<file path="config.mk">
export PLATFORM = sky130hd
export DESIGN_NAME = sbm_isqrt
export DESIGN_NICKNAME = d
export VERILOG_FILES = /design/src/sbm_pkg.sv /design/src/sbm_isqrt.sv
export SDC_FILE = /design/constraint.sdc
export NUM_CORES = 1
export LEC_CHECK = 0
export BUFFER_PORTS_ARGS = -buffer_cell sky130_fd_sc_hd__buf_2
export CORE_UTILIZATION = 33
export DETAILED_ROUTE_END_ITERATION = 16
export PLACE_DENSITY = 0.53
export RECOVER_POWER = 25
export SYNTH_ARGS = -nofsm -noshare
export SYNTH_HDL_FRONTEND = slang
export SYNTH_SLANG_ARGS = --single-unit
</file>
<file path="constraint.sdc">
create_clock -name clk_i -period 3.1 [get_ports clk_i]
set_clock_uncertainty 0.05 [all_clocks]
set_input_delay 0.31 -clock clk_i [delete_from_list [all_inputs] [get_ports clk_i]]
set_output_delay 0.31 -clock clk_i [all_outputs]
set_load 0.01 [all_outputs]
</file>
<file path="src/sbm_pkg.sv">
// Shared constants and register codes for the stereo block-matching disparity block.
package sbm_pkg;

  localparam int unsigned WindowRadiusDef = 5;
  localparam int unsigned MaxDisparityDef = 15;
  localparam int unsigned MaxLineWidthDef = 1024;

  localparam int unsigned PIX_W     = 8;
  localparam int unsigned COST_W    = 17;
  localparam int unsigned ROOT_W    = 13;
  localparam int unsigned FRAC_BITS = 4;
  localparam int unsigned DISP_W    = 4;

  localparam int unsigned PADDR_W     = 4;
  localparam int unsigned PDATA_W     = 32;
  localparam int unsigned SIZE_REG_W  = 11;
  localparam int unsigned IN_TDATA_W  = 32;
  localparam int unsigned OUT_TDATA_W = 8;

  localparam logic [1:0] REG_COST_MODE    = 2'd0;
  localparam logic [1:0] REG_LINE_WIDTH   = 2'd1;
  localparam logic [1:0] REG_FRAME_HEIGHT = 2'd2;

  localparam logic [SIZE_REG_W-1:0] SIZE_RESET = 11'd1024;

endpackage

</file>
<file path="src/sbm_isqrt.sv">
// Iterative square root, one result bit per cycle, of a squared distance in fixed point.
module sbm_isqrt (
  input  logic                       clk_i,
  input  logic                       rst_ni,
  input  logic                       start_i,
  input  logic [sbm_pkg::COST_W-1:0] radicand_i,
  output logic                       done_o,
  output logic [sbm_pkg::ROOT_W-1:0] root_o
);
  import sbm_pkg::*;

  localparam int unsigned V_W   = 2 * ROOT_W;
  localparam int unsigned REM_W = ROOT_W + 4;
  localparam int unsigned CNT_W = $clog2(ROOT_W);

  logic [V_W-1:0]    v_q;
  logic [REM_W-1:0]  rem_q;
  logic [CNT_W-1:0]  cnt_q;
  logic              busy_q;
  logic [REM_W-1:0]  rem_d;
  logic [REM_W-1:0]  trial;

  assign rem_d = {rem_q[REM_W-3:0], v_q[V_W-1 -: 2]};
  assign trial = REM_W'({root_o, 2'b01});

  always_ff @(posedge clk_i or negedge rst_ni) begin
    if (!rst_ni) begin
      v_q    <= '0;
      rem_q  <= '0;
      cnt_q  <= '0;
      busy_q <= 1'b0;
      done_o <= 1'b0;
      root_o <= '0;
    end else begin
      done_o <= 1'b0;
      if (start_i) begin
        // radicand scaled by 2^(2*FRAC_BITS) gives FRAC_BITS fraction bits of root
        v_q    <= V_W'({radicand_i, (2 * FRAC_BITS)'(0)});
        rem_q  <= '0;
        root_o <= '0;
        cnt_q  <= CNT_W'(ROOT_W - 1);
        busy_q <= 1'b1;
      end else if (busy_q) begin
        v_q <= {v_q[V_W-3:0], 2'b00};
        if (rem_d >= trial) begin
          rem_q  <= rem_d - trial;
          root_o <= {root_o[ROOT_W-2:0], 1'b1};
        end else begin
          rem_q  <= rem_d;
          root_o <= {root_o[ROOT_W-2:0], 1'b0};
        end
        if (cnt_q == '0) begin
          busy_q <= 1'b0;
          done_o <= 1'b1;
        end else begin
          cnt_q <= cnt_q - 1'b1;
        end
      end
    end
  end

endmodule

</file>
==> results of run 1 <==
[placed cells by master (no fill, tap or decap), types with 6 or more instances in the layout]
cell type  Yosys  layout
dfrtp_1       52      51
nand2_1       48      48
nor2_1        35      35
buf_2          4      33
mux2i_1       30      30
o21ai_0       23      23
inv_1         21      21
ha_1          16      16
a21oi_1       12      12
xnor2_1        9       9
a311oi_1       7       7
and3_1         6       6
o21a_1         6       6
[worst max-delay path by stage]
stage / slack [ns] / from / cells past startpoint / end
6_report: 0.31 / root_o[7]$_DFFE_PN0P_ / 9 / rem_q[10]$_DFFE_PN0P_
5_1_grt: 0.13 / root_o[7]$_DFFE_PN0P_ / 9 / rem_q[10]$_DFFE_PN0P_
4_1_cts: 0.31 / root_o[7]$_DFFE_PN0P_ / 9 / rem_q[10]$_DFFE_PN0P_
3_5_place_dp: 0.34 / root_o[7]$_DFFE_PN0P_ / 9 / rem_q[10]$_DFFE_PN0P_
3_3_place_gp: 0.42 / root_o[7]$_DFFE_PN0P_ / 9 / rem_q[10]$_DFFE_PN0P_
2_1_floorplan: 0.62 / root_o[2]$_DFFE_PN0P_ / 9 / rem_q[10]$_DFFE_PN0P_
[metrics by stage]
| stage | util [%] | power [mW] | std cells |
|---|---|---|---|
| 6_report | 38.7 | 3.10 | 502 |
| 5_1_grt | 38.7 | 3.37 | 502 |
| 4_1_cts | 38.7 | 3.14 | 502 |
| 3_5_place_dp | 37.3 | 2.56 | 494 |
| 3_3_place_gp | 37.3 | 2.54 | 494 |
| 2_1_floorplan | - | 2.17 | 346 |
[sequential cells by signal, indices dropped and copies added, names as in the netlist]
signal	flops
cnt_q	4
root_o	13
busy_q	1
v_q	18
done_o	1
rem_q	15
[tightest hold or removal path, stage by stage]
cell and delay [ns]:
buf_2 0.07, nand2_1 0.04, o21ai_0 0.05
[synthesized netlist by cell type, types with 2 or more instances]
cell type | n | area share (%)
a21o_1 | 2 | 0.48
a211oi_1 | 3 | 0.71
o21ai_0 | 23 | 3.7
a311oi_1 | 7 | 1.9
buf_2 | 4 | 0.64
nand3_1 | 4 | 0.64
nor3_1 | 2 | 0.32
o211ai_1 | 4 | 0.95
and3_1 | 6 | 1.2
o31ai_1 | 4 | 0.95
a31oi_1 | 5 | 0.99
nand4_1 | 4 | 0.79
mux2i_1 | 30 | 9.5
a21oi_1 | 12 | 1.9
o21a_1 | 6 | 1.4
clkbuf_1 | 13 | 1.5
or4_1 | 2 | 0.48
nor2_1 | 35 | 4.2
dfrtp_1 | 52 | 41
xor2_1 | 4 | 1.1
or3_1 | 3 | 0.60
nand2b_1 | 2 | 0.40
o221ai_1 | 2 | 0.56
a41oi_1 | 3 | 0.83
ha_1 | 16 | 6.4
inv_1 | 21 | 2.5
xnor2_1 | 9 | 2.5
nand2_1 | 48 | 5.7
buf_1 | 3 | 0.36
[report_power, final]
part | switching, mW | total [mW] | internal, mW
combinational | 0.932 | 1.64 | 0.708
sequential | 0.106 | 0.903 | 0.797
clock | 0.236 | 0.559 | 0.323
total | 1.27 | 3.10 | 1.83
[cells by family after synthesis]
logic type	share of synthesized area, %
simple gates	16.5
fa+ha+maj	6.35
mux	9.88
xor+xnor	3.61
buf+inv	5.04
flops	41.3
compound gates	17.3
[per-layer routing]
layer / part of all wire [%] / track usage (%) / wire length (um) / up-vias
met5: 0 / 0 / 0 / -
met4: 0.85 / 3.96 / 63 / 0
met3: 3.9 / 2.88 / 289 / 7
met2: 45 / 26.6 / 3360 / 58
met1: 50 / 22.5 / 3730 / 1192
li1: - / - / - / 1271
[area by class of cell]
class / count / area [sq um]
clock buffer: 6 / 72.6
clock inverter: 2 / 60.1
fill: 964 / 5670
inverter: 21 / 78.8
multi-input combinational: 253 / 1690
sequential: 52 / 1300
tap: 129 / 161
timing repair buffer: 39 / 208
==> results by group, run 1 <==
Clocking
  – Post-CTS Setup Bufs: 0
  – Post-CTS sizing: 0
  – Clock latency on the worst-skew pair: just over 0.3 ns
  – CTS tree: yes
  – # clock sinks: between 50 and 60
  – # H-tree levels: 2
  – CTS Buffer Depth: 2
  – Num CTS Buffers: 5
  – Clock Pin Slew Worst Setup and Hold Paths: 0.10 ns
  – Root buf cell: clkbuf_8
  – # hold bufs at CTS: 0

Die
  – Core Area: 9240 sq um
  – # rows: 35
  – Starting Density: 34.1%
  – Die Y: between 90 and 100 um
  – Chip width: between 90 and 100 um
  – I/O Pins: 34
  – Die Area: roughly 9900 sq um

Worst setup path
  – Worst Setup Start Kind: flop
  – Crit-path leading delay family: simple AND/OR/NAND/NOR gates
  – Slowest cell on the critical path: or4_1
  – Reg2Reg Capture Point: rem_q[10]$_DFFE_PN0P_
  – CP bufs+invs: 2
  – Reg2reg setup slack: 0.31 ns
  – CP cell instances: inv_1 -> ha_1 -> and4_1 -> nand3_1 -> o221ai_1 -> o21ai_2 -> buf_4 -> or4_1 -> a311oi_1
  – CP Capture Type: flop
  – Worst EP arrival: 2.95 ns
  – Req. time, crit path: about 3.3 ns
  – Worst Reg2Reg Path Length in Cells: 9
  – CP Class: reg -> reg
  – Max incr delay on CP: ~0.53 ns
  – Reg2Reg Launch Point: root_o[7]$_DFFE_PN0P_
  – Crit path max fanout: 16

Placed design
  – RePlAce Congestion: around 0.81
  – # port buffers: 33
  – Post-DP HPWL: about 5.3 mm
  – DP Area: approximately 3400 sq um
  – DP Worst Slack: between 0.3 and 0.4 ns

Route
  – Drc violations: 0
  – 1st-iter DRT viols: 89
  – Pre-Repair DR Iteration Count: 4
  – Routed len/inst: roughly 15 um
  – DR vias/cell: around 5.0
  – Final WL: between 7 and 8 mm
  – Antenna Violating Nets Remaining: 0
  – Vias: about 2500

Global routing
  – Vias in the first global route: 2511
  – Pin count of the biggest net entering global routing: 53
  – Total gr overflow: 0
  – Global-route wire length before repair: approximately 13 mm
  – Initial antenna violation count: 0
  – Gr usage total: around 16%

Power and ir drop
  – Pwr/cell area: 868 nW/um^2
  – Peak VDD IR: 0.276 mV
  – P_leak: between 1.5 and 2 nW

Logic synthesis
  – Syn Std Cell Area: 3150 sq um
  – Syn avg cell area: 9.11 sq um
  – Post-synth EDFFs: 0
  – Synth Flop Type: dfrtp_1
  – Post-synthesis net count: about 380
  – #FFs+latches synth: 52
  – Sequential share of the synthesized area: about two fifths
  – Distinct cells, synth: 46
  – Cells after synthesis: 346
  – Synth async-reset ratio: between 90% and 100%
  – Synth Warn #: 0

Min path
  – HP Class: in -> reg
  – Hold Path Depth: 3
  – Min-delay src: radicand_i[5]
  – Endpoint, Worst Hold: v_q[13]$_DFFE_PN0P_

Timing
  – Crit path time final: 2.79 ns
  – Final WS setup: ~0.31 ns
  – Hold WS: approximately 0.15 ns
  – Final Max Slew Viols: 0
  – Final period util: 89.9%
  – Setup violators final: 0
  – Unrepaired setup endpoints after global routing: no
  – Slew @ Worst Pin: between 1 and 1.5 ns
  – Slew HR: 12.9%
  – Final count of hold timing violations: 0
  – Max frequency: approximately 360 MHz
  – Setup TNS: 0 ns

Finish
  – Final Cell Area: 3570 sq um
  – Number of diodes: 0
  – Layout cells sized above 1: between 10% and 20%
  – Layout Nets: around 410
  – Syn-to-layout area delta: 13.4%

Run status
  – Status: completed

Run
  – # Max-Cap Violations: 0
(Power assumes the default switching activity.)
==> inputs of run 2 (changes only) <==
--- a/config.mk
+++ b/config.mk
@@ -8,7 +8,7 @@
 export BUFFER_PORTS_ARGS = -buffer_cell sky130_fd_sc_hd__buf_2
 export CORE_UTILIZATION = 33
 export DETAILED_ROUTE_END_ITERATION = 16
-export PLACE_DENSITY = 0.53
+export PLACE_DENSITY_LB_ADDON = 0.25
 export RECOVER_POWER = 25
 export SYNTH_ARGS = -nofsm -noshare
 export SYNTH_HDL_FRONTEND = slang
==> run 2 against run 1 <==
Compared with the run above:
- first-iteration DRC count up 72%
- combinational power is essentially flat
- routed wire length shrank 0.98%
- count of clock-buffer cells in the layout did not move
- cell area fell by 1.1%
- largest cell class unchanged
- hold slack improved by 0.0080 ns
==> results by group, run 2 (same netlist as run 1, synthesis figures left out) <==
Run status
  – Status: completed

Finish
  – Most frequent cells in the layout: 51 x dfrtp_1, 48 x nand2_1, 35 x nor2_1, 30 x mux2i_1, 23 x o21ai_0
  – Layout cells sized above 1: 11.5% (-2.7 points)
  – Largest Register: v_q
  – Fill count: 972 (+0.83%)
  – Post-route insts no fill: 504 (+0.40%)
  – Largest register FFs: 18 (unchanged)
  – Top flop regs: v_q x18, rem_q x15, root_o x13
  – Layout Nets: 410 (+0.49%)
  – Syn-to-layout area delta: 12.2%
  – Number of diodes: 0 (unchanged)
  – Commonest non-fill, non-tap cell in the layout: dfrtp_1
  – Final Cell Area: 3540 sq um (-1.1%)

Worst setup path
  – CP cell instances: inv_1 -> ha_1 -> and4_1 -> nand3_1 -> o221ai_1 -> o21ai_2 -> buf_4 -> or4_1 -> a311oi_1
  – Req. time, crit path: 3.25 ns (-0.02 ns)
  – CP Capture Type: flop
  – Crit path max fanout: 16 (unchanged)
  – Slowest cell on the critical path: or4_1
  – CP Class: reg -> reg
  – Worst EP arrival: 2.96 ns (about the same)
  – Worst Setup Start Kind: flop
  – Max incr delay on CP: 0.52 ns (about the same)

Clocking
  – Post-CTS sizing: 0 (unchanged)
  – CTS Buffer Depth: 2 (unchanged)
  – Clock Pin Slew Worst Setup and Hold Paths: 0.11 ns (about the same)
  – Clock latency on the worst-skew pair: 0.31 ns (about the same)
  – # clock sinks: 52 (unchanged)
  – CTS tree: yes
  – # H-tree levels: 2 (unchanged)
  – Num CTS Buffers: 5 (unchanged)
  – Root buf cell: clkbuf_8

Power and ir drop
  – P_leak: 1.76 nW (-3.2%)
  – Clock Power Share: 13.5% (-4.5 points)
  – Comb pwr share: 56.0% (+3.1 points)
  – Peak VDD IR: 0.317 mV (+15%)
  – Pwr/cell area: 833 nW/um^2 (-4.0%)
  – Internal power: 1.67 mW (-8.8%)
  – Switching power: 1.28 mW (+0.51%)
  – Switching part of the total power: 43.5% (+2.4 points)
  – Part of the power in registers: 30.5% (+1.4 points)

Timing
  – Crit path time final: 2.81 ns (+0.0205 ns)
  – Setup TNS: 0 ns (unchanged)
  – Max frequency: 356 MHz (-0.73%)
  – Final Max Slew Viols: 0 (unchanged)
  – Final period util: 90.6% (+0.66 points)
  – Slew @ Worst Pin: 1.29 ns (-0.0203 ns)
  – Final WS setup: 0.292 ns (-0.0205 ns)
  – Final count of hold timing violations: 0 (unchanged)
  – Slew HR: 14.2% (+1.4 points)
  – Setup violators final: 0 (unchanged)
  – Unrepaired setup endpoints after global routing: no

Route
  – Vias: 2546 (+0.71%)
  – Pre-Repair DR Iteration Count: 4 (unchanged)
  – 1st-iter DRT viols: 153 (+72%)
  – DR vias/cell: 5.05 (+0.31%)
  – Routed len/inst: 14.6 um (-1.4%)
  – Antenna Violating Nets Remaining: 0 (unchanged)
  – Drc violations: 0 (unchanged)
  – Final WL: 7.37 mm (-0.98%)

Die
  – # rows: 35 (unchanged)
  – Chip width: 99.7 um (unchanged)
  – Starting Density: 34.1% (unchanged)
  – Core Area: 9240 sq um (unchanged)
  – Die Area: 9950 sq um (unchanged)
  – I/O Pins: 34 (unchanged)
  – Die Y: 99.7 um (unchanged)

Global routing
  – Global-route wire length before repair: 13.0 mm (+1.8%)
  – Vias in the first global route: 2561 (+2.0%)
  – Initial antenna violation count: 0 (unchanged)
  – Total gr overflow: 0 (unchanged)
  – Pin count of the biggest net entering global routing: 34 (-36%)
  – Gr usage total: 16.4% (+0.032 points)

Placed design
  – DP Area: 3450 sq um (+0.22%)
  – Dpl cells: 495 (+0.20%)
  – # port buffers: 33 (unchanged)
  – Post-DP HPWL: 5.40 mm (+2.1%)
  – DP Worst Slack: 0.325 ns (-0.0163 ns)
  – RePlAce Congestion: 0.877 (+8.5%)

Min path
  – HP Class: in -> reg

Run
  – # Max-Cap Violations: 0 (unchanged)
run 2: cell count changes in the layout (fill, tap and decap cells not counted), moves of 2 or more:
cell | previous run | this run
buf_4 | 5 | 7
buf_2 | 33 | 22
bufinv_16 | 2 | 0
clkbuf_1 | 1 | 12
run 2: critical path: cells and delay by family, from the launching register on:
kind / cells / cell delay [ns]
AND/OR/NAND/NOR: 3 / 0.90
AO/OA/AOI/OAI: 3 / 0.66
adder cells (fa/ha/maj): 1 / 0.45
flip-flops: 1 / 0.40
buffers and inverters: 2 / 0.26
run 2: final timing paths:
| check | startpoint | to | slack [ns] | depth (start not counted) |
|---|---|---|---|---|
| min in group asynchronous | rst_ni | rem_q[9]$_DFFE_PN0P_ | 0.76 | 2 |
| worst max-delay path | root_o[7]$_DFFE_PN0P_ | rem_q[10]$_DFFE_PN0P_ | 0.29 | 9 |
| worst max register to register | root_o[7]$_DFFE_PN0P_ | rem_q[10]$_DFFE_PN0P_ | 0.29 | 9 |
| worst min register to register | v_q[23]$_DFFE_PN0P_ | v_q[25]$_DFFE_PN0P_ | 0.48 | 2 |
| worst min-delay path | radicand_i[2] | v_q[10]$_DFFE_PN0P_ | 0.15 | 3 |
| max in group asynchronous | rst_ni | v_q[13]$_DFFE_PN0P_ | 1.31 | 3 |
run 2: power by group through the flow:
stage / Combinational (mW) / Clock [mW] / Sequential [mW]
after global placement: 1.63 / 0 / 0.913
final: 1.65 / 0.398 / 0.900
after global routing: 1.87 / 0.439 / 0.916
after CTS: 1.66 / 0.416 / 0.900
after floorplan: 1.29 / 0 / 0.880
after detailed placement: 1.65 / 0 / 0.915
run 2: layout make-up:
cell class / instances / area (sq um) / area share (%)
clock buffer: 6 / 72.6 / 2.05
clock inverter: 2 / 16.3 / 0.460
inverter: 21 / 78.8 / 2.23
multi-input combinational: 253 / 1690 / 47.8
sequential: 52 / 1300 / 36.8
tap: 129 / 161 / 4.56
timing repair buffer: 41 / 214 / 6.05
run 2: metal layers:
layer / share of wire, % / track usage (%) / up-vias
li1: - / - / 1286
met5: 0 / 0 / -
met4: 0.34 / 2.38 / 0
met3: 3.8 / 2.67 / 2
met2: 45 / 25.8 / 38
met1: 51 / 23.9 / 1220
run 2: what timing repair did:
item | 4_1_cts | 5_1_grt
hold buffers | 1 | 0
setup buffers | 0 | 0
hold endpoints to repair | 19 | 0
run 2: stage by stage:
| stage | util [%] | power, mW | hold slack, ns |
|---|---|---|---|
| floorplan | - | 2.17 | -0.0356 |
| global placement | 37.4 | 2.54 | 0.272 |
| detailed placement | 37.4 | 2.56 | 0.269 |
| CTS | 38.4 | 2.98 | 0.149 |
| global route | 38.3 | 3.22 | 0.153 |
| finish | 38.3 | 2.95 | 0.154 |
==> inputs of run 3 (changes only) <==
--- a/config.mk
+++ b/config.mk
@@ -5,6 +5,7 @@
 export SDC_FILE = /design/constraint.sdc
 export NUM_CORES = 1
 export LEC_CHECK = 0
+export ABC_AREA = 1
 export BUFFER_PORTS_ARGS = -buffer_cell sky130_fd_sc_hd__buf_2
 export CORE_UTILIZATION = 33
 export DETAILED_ROUTE_END_ITERATION = 16
==> run 3 against run 2 <==
Compared with the run above:
- critical path type unchanged
- critical endpoint is now rem_q[13]$_DFFE_PN0P_
- routed wire length grew 5.3%
- highest routed layer unchanged
- the run now ends with capacitance limit, slew limit left
- flip-flop and latch count is the same
- sequential power grew 1%
==> results by group, run 3 <==
Route
  – Pre-Repair DR Iteration Count: 5 (+1)
  – DR vias/cell: 4.73 (-6.4%)
  – Drc violations: 0 (unchanged)
  – Vias: 2831 (+11%)
  – 1st-iter DRT viols: 178 (+16%)
  – Routed len/inst: 13.0 um (-11%)
  – Final WL: 7.76 mm (+5.3%)
  – Antenna Violating Nets Remaining: 0 (unchanged)

Clocking
  – # clock sinks: 52 (unchanged)
  – Clock Pin Slew Worst Setup and Hold Paths: 0.11 ns (about the same)
  – Post-CTS sizing: 0 (unchanged)
  – Clock latency on the worst-skew pair: 0.32 ns (about the same)
  – Post-CTS Setup Bufs: 0 (unchanged)
  – CTS Buffer Depth: 2 (unchanged)
  – # H-tree levels: 2 (unchanged)
  – Root buf cell: clkbuf_8
  – CTS tree: yes
  – # hold bufs at CTS: 0 (-1)
  – Num CTS Buffers: 5 (unchanged)

Worst setup path
  – CP Class: reg -> reg
  – Reg2Reg Launch Point: root_o[9]$_DFFE_PN0P_
  – CP Capture Type: flop
  – Reg2reg setup slack: 0.75 ns (+0.46 ns)
  – Crit path max fanout: 16 (unchanged)
  – Req. time, crit path: 3.27 ns (+0.02 ns)
  – Worst Reg2Reg Path Length in Cells: 14 (+5)
  – Worst Setup Start Kind: flop
  – Reg2Reg Capture Point: rem_q[13]$_DFFE_PN0P_
  – Worst EP arrival: 2.51 ns (-0.45 ns)

Placed design
  – Dpl cells: 591 (+19%)
  – # port buffers: 33 (unchanged)
  – RePlAce Congestion: 0.866 (-1.2%)
  – Post-DP HPWL: 5.69 mm (+5.3%)

Finish
  – Number of diodes: 0 (unchanged)
  – Layout Nets: 505 (+23%)
  – Fill count: 994 (+2.3%)
  – Multi-input logic area: 1500 sq um (-12%)
  – Most frequent cells in the layout: 120 x nand2_1, 77 x inv_1, 52 x dfrtp_1, 40 x nand3_1, 35 x nor2_1
  – Largest Register: v_q
  – Top flop regs: v_q x18, rem_q x15, root_o x13
  – Layout cells sized above 1: 11.1% (-0.40 points)
  – Commonest non-fill, non-tap cell in the layout: nand2_1
  – Syn-to-layout area delta: 12.4%
  – Largest register FFs: 18 (unchanged)
  – Post-route insts no fill: 599 (+19%)
  – Register area: 1300 sq um (about the same)

Logic synthesis
  – Cells after synthesis: 437 (+26%)
  – Synth top area share: 41.3% (about the same)
  – Count leader, synth: nand2_1
  – Post-synth top cells: 120 x nand2_1, 77 x inv_1, 52 x dfrtp_1
  – Synth async-reset ratio: 100% (unchanged)
  – #FFs+latches synth: 52 (unchanged)
  – Post-synthesis net count: 473 (+24%)
  – Synth top area cells: dfrtp_1 41%, nand2_1 14%, inv_1 9.2%
  – Sequential share of the synthesized area: 41.3% (about the same)
  – Synth Flop Type: dfrtp_1
  – Syn avg cell area: 7.21 sq um (-21%)
  – Distinct cells, synth: 30 (-35%)
  – Synth Warn #: 0 (unchanged)
  – Post-synth EDFFs: 0 (unchanged)
  – Syn Std Cell Area: 3150 sq um (about the same)
  – Area leader, netlist: dfrtp_1

Global routing
  – Vias in the first global route: 2750 (+7.4%)
  – Pin count of the biggest net entering global routing: 34 (unchanged)
  – Global-route wire length before repair: 13.1 mm (+0.53%)
  – Total gr overflow: 0 (unchanged)
  – Initial antenna violation count: 0 (unchanged)
  – Gr usage total: 16.7% (+0.29 points)

Die
  – # rows: 35 (unchanged)
  – Die Area: 9940 sq um (about the same)
  – I/O Pins: 34 (unchanged)
  – Starting Density: 34.1% (about the same)
  – Chip width: 99.7 um (about the same)
  – Die Y: 99.7 um (about the same)
  – Core Area: 9240 sq um (unchanged)

Timing
  – Slew @ Worst Pin: 1.72 ns (+0.435 ns)
  – Slew HR: -14.8% (-29 points)
  – Setup violators final: 0 (unchanged)
  – Unrepaired setup endpoints after global routing: no
  – Crit path time final: 2.35 ns (-0.462 ns)
  – Final Max Slew Viols: 31 (+31)
  – Max frequency: 426 MHz (+20%)
  – Final count of hold timing violations: 0 (unchanged)
  – Final period util: 75.7% (-15 points)
  – Setup TNS: 0 ns (unchanged)

Power and ir drop
  – Peak VDD IR: 0.287 mV (-9.4%)
  – P_leak: 1.92 nW (+9.1%)
  – Pwr/cell area: 927 nW/um^2 (+11%)

Run status
  – Status: finished with violations
  – Violated checks: capacitance limit, slew limit

Min path
  – Endpoint, Worst Hold: v_q[8]$_DFFE_PN0P_
  – Min-delay src: radicand_i[0]
  – HP Class: in -> reg
  – Hold Path Depth: 3 (unchanged)

Run
  – # Max-Cap Violations: 1 (+1)
-- run 3: cell count changes after synthesis, sizes merged, moves of 6 or more --
cell	before	now
a311oi	7	0
and3	6	0
clkbuf	13	6
inv	21	78
mux2i	30	0
nand2	48	124
nand3	5	41
o21a	6	0
o21ai	24	15
o22ai	0	28
-- run 3: worst max path at each step --
stage / from / to / slack [ns] / depth (start not counted)
3_5_place_dp: root_o[8]$_DFFE_PN0P_ / rem_q[13]$_DFFE_PN0P_ / 0.74 / 14
5_1_grt: root_o[8]$_DFFE_PN0P_ / rem_q[12]$_DFFE_PN0P_ / 0.46 / 14
3_3_place_gp: root_o[9]$_DFFE_PN0P_ / rem_q[11]$_DFFE_PN0P_ / 0.77 / 14
2_1_floorplan: root_o[8]$_DFFE_PN0P_ / rem_q[1]$_DFFE_PN0P_ / 1.22 / 13
4_1_cts: root_o[9]$_DFFE_PN0P_ / rem_q[13]$_DFFE_PN0P_ / 0.74 / 14
6_report: root_o[9]$_DFFE_PN0P_ / rem_q[13]$_DFFE_PN0P_ / 0.75 / 14
-- run 3: stage by stage --
stage	total power, mW	setup slack [ns]	hold WS, ns	instance area [sq um]	utilization, %
after floorplan	2.45	1.22	-0.0356	3150	-
after CTS	3.30	0.738	0.0169	3540	38.3
after detailed placement	2.86	0.736	0.364	3450	37.3
after global placement	2.86	0.774	0.349	3450	37.3
final	3.28	0.754	0.144	3540	38.3
after global routing	3.64	0.464	0.164	3540	38.3
-- run 3: worst max-delay path, cell delays in order, from the launching register on --
cell,delay (ns)
dfrtp_1,0.35
inv_1,0.07
ha_1,0.37
nand2_1,0.11
inv_1,0.04
nand2_1,0.05
nand2_1,0.06
nand2_1,0.06
nand2_1,0.06
nor2_2,0.46
nand2_4,0.22
nand2_1,0.17
nand2_1,0.06
nand2_1,0.05
nand2_1,0.05
-- run 3: cells by family after synthesis --
group           count (synthesis)  share of synthesized area [%]
simple gates                  212                           28.6
buf+inv                        90                           11.2
compound gates                 62                           11.1
flops                          52                           41.3
fa+ha+maj                      16                           6.35
xor+xnor                        5                           1.39
-- run 3: metal layers --
layer  track usage, %  vias up  share of wire [%]
met3             3.16       12                5.6
met4             5.43        0                1.7
met1             23.2     1292                 49
met2             25.9       68                 44
met5                0        -                  0
li1                 -     1459                  -
-- run 3: cell type report --
cell class	instances	area share, %
inverter	78	8.27
tap	129	4.56
sequential	52	36.8
multi-input combinational	295	42.3
clock inverter	3	0.707
timing repair buffer	37	5.48
clock buffer	5	1.94
-- run 3: report_power, final --
| part | total [mW] | internal, mW | switching (mW) | leakage, nW |
|---|---|---|---|---|
| combinational | 1.94 | 0.687 | 1.26 | 1.22 |
| sequential | 0.912 | 0.823 | 0.0886 | 0.647 |
| clock | 0.427 | 0.166 | 0.261 | 0.0452 |
